===== config.mk =====
export PLATFORM = sky130hd
export DESIGN_NAME = cscan_disk_scheduler_unit
export DESIGN_NICKNAME = d
export VERILOG_FILES = /design/src/rtl/core/cscan_pkg.sv /design/src/rtl/core/cscan_disk_scheduler_unit.sv
export VERILOG_INCLUDE_DIRS = /design/src /design/src/rtl/core
export SDC_FILE = /design/constraint.sdc
export NUM_CORES = 1
export LEC_CHECK = 0
export ABC_AREA = 1
export ABC_CLOCK_PERIOD_IN_PS = 7600
export BUFFER_PORTS_ARGS = -buffer_cell sky130_fd_sc_hd__buf_2
export CAP_MARGIN = 5
export CORE_ASPECT_RATIO = 0.75
export CORE_UTILIZATION = 45
export CTS_CLUSTER_DIAMETER = 80
export DETAILED_ROUTE_END_ITERATION = 10
export GPL_ROUTABILITY_DRIVEN = 0
export REMOVE_ABC_BUFFERS = 1
export SLEW_MARGIN = 20
export SYNTH_ARGS = -nofsm -noshare
export SYNTH_HDL_FRONTEND = slang
export SYNTH_SLANG_ARGS = --single-unit

===== constraint.sdc =====
create_clock -name clk -period 7.6 [get_ports clk]
set_input_delay 0.76 -clock clk [delete_from_list [all_inputs] [get_ports clk]]
set_output_delay 0.76 -clock clk [all_outputs]
set_load 0.05 [all_outputs]

===== src/rtl/core/cscan_disk_scheduler_unit_defines.svh =====
// Assertion macros for the C-SCAN scheduler.
`ifndef CSCAN_DISK_SCHEDULER_UNIT_DEFINES_SVH
`define CSCAN_DISK_SCHEDULER_UNIT_DEFINES_SVH

`ifndef ASSERT_OFF
`define CSCAN_ASSERT(lbl, prop, msg) \
  lbl: assert property (@(posedge clk) disable iff (rst) (prop)) else $error(msg);
`define CSCAN_NEVER(lbl, expr, msg) \
  lbl: assert property (@(posedge clk) disable iff (rst) !(expr)) else $error(msg);
`else
`define CSCAN_ASSERT(lbl, prop, msg)
`define CSCAN_NEVER(lbl, expr, msg)
`endif

`endif


===== src/rtl/core/cscan_pkg.sv =====
package cscan_pkg;

  localparam int MAX_REQUESTS = 32;
  localparam int TRACK_W      = 16;
  localparam int ADDR_W       = $clog2(MAX_REQUESTS);
  localparam int CNT_W        = $clog2(MAX_REQUESTS + 1);
  localparam int EMIT_W       = $clog2(MAX_REQUESTS + 3);
  localparam int TOTAL_W      = 22;
  localparam int REQ_COUNT_W  = 6;
  localparam int CFG_IDX_W    = 1;

  typedef enum logic [1:0] {
    ST_IDLE,
    ST_INIT,
    ST_SCAN
  } state_t;

  typedef enum logic [CFG_IDX_W-1:0] {
    REG_HEAD_POSITION = 1'b0,
    REG_END_TRACK     = 1'b1
  } cfg_reg_t;

endpackage


===== src/rtl/core/cscan_disk_scheduler_unit.sv =====
// C-SCAN disk scheduler. Requests are taken one per cycle with start while busy
// is low; the request flagged by last_request closes the batch, and the block
// raises busy and plays out the schedule: upward from head_position through the
// requests at or above it to end_track, a return jump to track 0, then upward
// through the requests below the head. A batch of n requests (at most 32, more
// are dropped) gives n + 2 moves, each shown for one cycle with strobe; the
// receiver cannot stall, so it must take every strobe. Each move takes a set-up
// state (ST_INIT) and then a full pass over the request memory through its
// single read port (ST_SCAN). busy is low again during the cycle of the final
// move, and the next batch may start there. Write head_position and end_track
// only while busy is low.
`include "cscan_disk_scheduler_unit_defines.svh"

module cscan_disk_scheduler_unit (
  input  logic                                clk,
  input  logic                                rst,
  input  logic                                cfg_we,
  input  logic [cscan_pkg::CFG_IDX_W-1:0]     cfg_index,
  input  logic [cscan_pkg::TRACK_W-1:0]       cfg_data,
  input  logic                                start,
  output logic                                busy,
  input  logic [cscan_pkg::TRACK_W-1:0]       track,
  input  logic                                last_request,
  output logic                                strobe,
  output logic [cscan_pkg::TRACK_W-1:0]       from_track,
  output logic [cscan_pkg::TRACK_W-1:0]       to_track,
  output logic [cscan_pkg::TRACK_W-1:0]       seek_distance,
  output logic                                return_jump,
  output logic [cscan_pkg::TOTAL_W-1:0]       seek_sum,
  output logic [cscan_pkg::REQ_COUNT_W-1:0]   request_count,
  output logic                                last_move
);
  import cscan_pkg::*;

  state_t              state, state_next;
  logic [TRACK_W-1:0]  head_position, end_track;
  logic [CNT_W-1:0]    cnt;
  logic [EMIT_W-1:0]   emit_cnt;
  logic [CNT_W-1:0]    iss;
  logic                rd_vld;
  logic [CNT_W-1:0]    rd_idx;
  logic [TRACK_W-1:0]  rd_data;
  logic                phase_high;
  logic                prev_vld;
  logic [TRACK_W-1:0]  prev_val;
  logic [CNT_W-1:0]    prev_idx;
  logic                best_vld;
  logic [TRACK_W-1:0]  best_val;
  logic [CNT_W-1:0]    best_idx;
  logic [TRACK_W-1:0]  cur;
  logic [TOTAL_W-1:0]  total;
  logic [TRACK_W-1:0]  mem [0:MAX_REQUESTS-1];

  logic                accept, load_wr, issue, scan_done;
  logic                in_set, gt_prev, lt_best, take, end_gt_prev;
  logic [TRACK_W-1:0]  emit_to, move_dist;
  logic                emit_wrap, emit_last;
  logic [TOTAL_W-1:0]  total_next;

  // next state
  always_comb begin
    state_next = state;
    case (state)
      ST_IDLE: if (accept && last_request) state_next = ST_INIT;
      ST_INIT: state_next = ST_SCAN;
      ST_SCAN: if (scan_done) state_next = emit_last ? ST_IDLE : ST_INIT;
      default: state_next = ST_IDLE;
    endcase
  end

  // control outputs
  always_comb begin
    busy      = (state != ST_IDLE);
    accept    = start && (state == ST_IDLE);
    load_wr   = accept && (cnt < CNT_W'(MAX_REQUESTS));
    issue     = (state == ST_SCAN) && (iss < cnt);
    scan_done = (state == ST_SCAN) && (iss == cnt) && !rd_vld;
  end

  // candidate selection: smallest (track, index) above the last served key
  always_comb begin
    in_set      = phase_high ? (rd_data >= head_position) : (rd_data < head_position);
    gt_prev     = !prev_vld || (rd_data > prev_val) ||
                  ((rd_data == prev_val) && (rd_idx > prev_idx));
    lt_best     = !best_vld || (rd_data < best_val) ||
                  ((rd_data == best_val) && (rd_idx < best_idx));
    take        = rd_vld && in_set && gt_prev && lt_best;
    end_gt_prev = !prev_vld || (end_track > prev_val);
    emit_wrap   = phase_high && !best_vld;
    emit_to     = emit_wrap ? '0 : best_val;
    move_dist   = (cur > emit_to) ? (cur - emit_to) : (emit_to - cur);
    total_next  = total + TOTAL_W'(move_dist);
    emit_last   = (emit_cnt == (EMIT_W'(cnt) + EMIT_W'(1)));
  end

  always_ff @(posedge clk) begin
    if (load_wr) begin
      mem[cnt[ADDR_W-1:0]] <= track;
    end
    if (issue) begin
      rd_data <= mem[iss[ADDR_W-1:0]];
    end
  end

  always_ff @(posedge clk) begin
    if (rst) begin
      state         <= ST_IDLE;
      head_position <= '0;
      end_track     <= '1;
      cnt           <= '0;
      rd_vld        <= 1'b0;
      strobe        <= 1'b0;
    end else begin
      state  <= state_next;
      strobe <= scan_done;
      if (cfg_we) begin
        case (cfg_reg_t'(cfg_index))
          REG_HEAD_POSITION: head_position <= cfg_data;
          REG_END_TRACK:     end_track     <= cfg_data;
          default: ;
        endcase
      end
      case (state)
        ST_IDLE: begin
          if (load_wr) cnt <= cnt + CNT_W'(1);
          if (accept && last_request) begin
            phase_high <= 1'b1;
            prev_vld   <= 1'b0;
            emit_cnt   <= '0;
            total      <= '0;
            cur        <= head_position;
          end
        end
        ST_INIT: begin
          iss      <= '0;
          rd_vld   <= 1'b0;
          best_vld <= phase_high && end_gt_prev;
          best_val <= end_track;
          best_idx <= '0;
        end
        ST_SCAN: begin
          rd_vld <= issue;
          rd_idx <= iss + CNT_W'(1);
          if (issue) iss <= iss + CNT_W'(1);
          if (take) begin
            best_vld <= 1'b1;
            best_val <= rd_data;
            best_idx <= rd_idx;
          end
          if (scan_done) begin
            from_track    <= cur;
            to_track      <= emit_to;
            seek_distance <= move_dist;
            return_jump   <= emit_wrap;
            seek_sum      <= total_next;
            request_count <= emit_last ? REQ_COUNT_W'(cnt) : '0;
            last_move     <= emit_last;
            cur           <= emit_to;
            total         <= total_next;
            emit_cnt      <= emit_cnt + EMIT_W'(1);
            if (emit_wrap) begin
              phase_high <= 1'b0;
              prev_vld   <= 1'b0;
            end else begin
              prev_vld <= 1'b1;
              prev_val <= best_val;
              prev_idx <= best_idx;
            end
            if (emit_last) cnt <= '0;
          end
        end
        default: ;
      endcase
    end
  end

  `CSCAN_ASSERT(a_last_frees, strobe && last_move |-> !busy, "busy after final move")
  `CSCAN_ASSERT(a_mid_busy, strobe && !last_move |-> busy, "idle before final move")
  `CSCAN_ASSERT(a_strobe_gap, strobe |=> !strobe, "moves on adjacent cycles")
  `CSCAN_NEVER(a_busy_empty, busy && (cnt == '0), "schedule with empty batch")
  `CSCAN_NEVER(a_emit_bound, busy && (emit_cnt > (EMIT_W'(cnt) + EMIT_W'(1))), "too many moves")

endmodule

==> run_results.csv <==
group,metric,value,unit
yosys,yosysTopAreaCellShare,63.3,%
timing,slew_headroom,24.0,%
timing,max_freq,206,MHz
detailed_routing,ant_nets,0,
placement,dp_worst_setup_slack,2780,ps
global_route,grt_max_degree,133,
clock_network,cts_tree,"done",
layout,syn_to_final_growth,12.2,%
detailed_routing,vias,22900,
global_route,grt_pass1_vias,22200,
placement,portBuffers,117,
floorplanning,die_h,239,µm
timing,rsz0062_at_grt,"false",
yosys,avgSynthCellArea,11.3,µm²
floorplanning,initial_core_util,45.6,%
min_path,min_from,"cfg_data[12]",
yosys,ys.flop_type,"edfxtp_1",
placement,dp_cells,3983,
worst_setup_path,required,7950,ps
timing,hold_slack,355,ps
detailed_routing,drtIter0Drc,2097,
power_and_ir_drop,ir_drop,0.000231,V
worst_setup_path,r2r-end,"total[16]$_SDFFCE_PN0P_",
timing,finalCritPeriodShare,64.0,%
yosys,ys_top_cells_by_area,"edfxtp_1 63%, ha_1 5.2%, nand2_1 4.8%",
detailed_routing,wl,86.9,mm
floorplanning,io-pin-count,118,
yosys,synth_seq_cells,751,
timing,setup_viol_count_final,0,
flow_run,maxCapViolCount,0,
clock_network,insertion_delay,630,ps
timing,finalHoldViolCount,0,
layout,fillers,6355,
global_route,grt-ovfl-total,0,
detailed_routing,drc,0,
clock_network,ctsRootBufferMaster,"clkbuf_16",
clock_network,h-tree-depth,3,
placement,place_area,35300,µm²
yosys,synth_most_common_cell,"edfxtp_1",
power_and_ir_drop,p_leak,0.0140,µW
yosys,synthTopCellsByCount,"709 x edfxtp_1, 429 x nand2_1, 416 x nor2_1",
layout,fin_nets,3274,
layout,antenna_cells,0,
clock_network,cts_buffer_depth,3,
timing,tightest_slew,1140,ps
detailed_routing,dr.pass1.iters,6,
clock_network,post_cts_resized,0,
floorplanning,dieArea,75800,µm²
layout,final_cell_area,37700,µm²
min_path,worstHoldEndpoint,"end_track[12]$_SDFFE_PP1P_",
worst_setup_path,start_kind,"flop",
timing,fin_skew,18.0,ps
yosys,synth_edf_count,709,
floorplanning,core,73700,µm²
worst_setup_path,critPathCaptureType,"flop",
worst_setup_path,r2r-start,"phase_high$_DFFE_PP_",
worst_setup_path,slowest_delay,440,ps
power_and_ir_drop,p_per_area,326,nW/µm²
clock_network,clkSlewWorstSetupHoldPaths,60,ps
global_route,track_usage,22.9,%
yosys,synth_largest_area_cell,"edfxtp_1",
layout,drive_gt1_share,10.2,%
clock_network,cts_made_buffers,77,
power_and_ir_drop,p_total,12300,µW
min_path,worst_hold_path_type,"in2reg",
layout,layout.cells.non_filler,4126,
clock_network,cts_setup_buffers,0,
clock_network,cts_hold_buf,0,
yosys,ys_seq_area_share,65.8,%
timing,worst_slack,2740,ps
detailed_routing,via_per_inst,5.54,
worst_setup_path,worstSetupStartpoint,"phase_high$_DFFE_PP_",
worst_setup_path,path_max_fanout,19,
placement,place_hpwl,56.1,mm
worst_setup_path,worstSetupPathType,"reg2reg",
yosys,yosysWarnings,0,
worst_setup_path,worstRegToRegCells,28,
global_route,antenna_found_initial,1,
worst_setup_path,critPathArrivalTime,5210,ps
clock_network,clock_sinks,751,
yosys,postSynth.asyncResetShare,0,%
min_path,min_path_cells,3,
worst_setup_path,rrSetupSlack,2740,ps
timing,drv_slew,0,
run_status,status,"complete, no violations",
yosys,synth.distinct_cells,50,
worst_setup_path,slowest_stage,"fa_1",
floorplanning,die-width,318,µm
global_route,grt_pass1_wl,133,mm
floorplanning,rows,86,
timing,fin_crit,4860,ps
yosys,synth_cells,2977,
detailed_routing,wire_per_inst,21.0,µm
worst_setup_path,worst_path_most_repeated_cell,"nand2_1",
yosys,netlist_area,33600,µm²
[cell families after synthesis]
kind of cell / count (synthesis) / synth area share (%)
AND/OR/NAND/NOR: 1012 / 12.2
flip-flops: 751 / 65.8
AO/OA/AOI/OAI: 632 / 10.7
buffers and inverters: 397 / 4.86
adder cells (fa/ha/maj): 142 / 5.35
XOR/XNOR: 43 / 1.12
[critical path: cells and delay by family (launching register included)]
family	cells	cell delay (ps)
DFF	1	410
and+or+nand+nor	16	1850
AOI/OAI and AO/OA	4	630
xor gates and xnor gates	1	240
adders and majority gates	2	830
buffers and inverters	5	620
[sequential cells by signal, summed over array words and instances (netlist names), 16 cells and up]
register       cells
best_val          16
cur               16
end_track         16
from_track        16
head_position     16
mem              512
prev_val          16
rd_data           16
seek_distance     16
seek_sum          22
to_track          16
total             22
[cell type report]
type	count	area (µm²)	area share (%)
clock buffer	99	2090	5.55
clock inverter	44	360	0.955
inverter	265	1000	2.65
multi-input combinational	1829	9900	26.3
sequential	751	22100	58.7
tap	968	1210	3.21
timing repair buffer	170	1020	2.71
[cells in the final DEF, fill, tap and decap left out, types with 42 or more instances in the layout]
cell type and n:
dfxtp_1 42, inv_1 254, buf_4 50, o22ai_1 79, ha_1 138, o21ai_0 316
a21oi_1 107, edfxtp_1 709, nand2_1 429, nand3_1 94, buf_2 117, nor2_1 413
o221ai_1 50, clkbuf_16 80
[worst max-delay path by stage]
stage / depth (start not counted) / to / slack [ps]
global placement: 28 / total[16]$_SDFFCE_PN0P_ / 3010
floorplan: 4 / from_track[0]$_DFFE_PP_ / -2980
finish: 28 / total[16]$_SDFFCE_PN0P_ / 2740
detailed placement: 28 / total[16]$_SDFFCE_PN0P_ / 2780
global route: 28 / total[16]$_SDFFCE_PN0P_ / 2250
CTS: 28 / total[16]$_SDFFCE_PN0P_ / 2770
[per-layer routing]
metal	global-route usage (%)	wire length (µm)	vias up
li1	-	-	10700
met1	34.3	40500	11200
met2	33.8	37500	820
met3	4.94	7140	119
met4	5.59	1620	2
met5	0	12	-
[metrics by stage]
stage / TNS [ps] / utilization (%)
3_3_place_gp: 0 / 47.8
2_1_floorplan: -349180 / -
6_report: 0 / 51.2
4_1_cts: 0 / 51.2
5_1_grt: 0 / 51.2
3_5_place_dp: 0 / 47.8
[report_power, final]
group / switching [µW] / internal, µW
Combinational: 2540 / 1050
Clock: 1600 / 2120
Sequential: 103 / 4890
No activity file was read; power rests on OpenSTA's default activity.
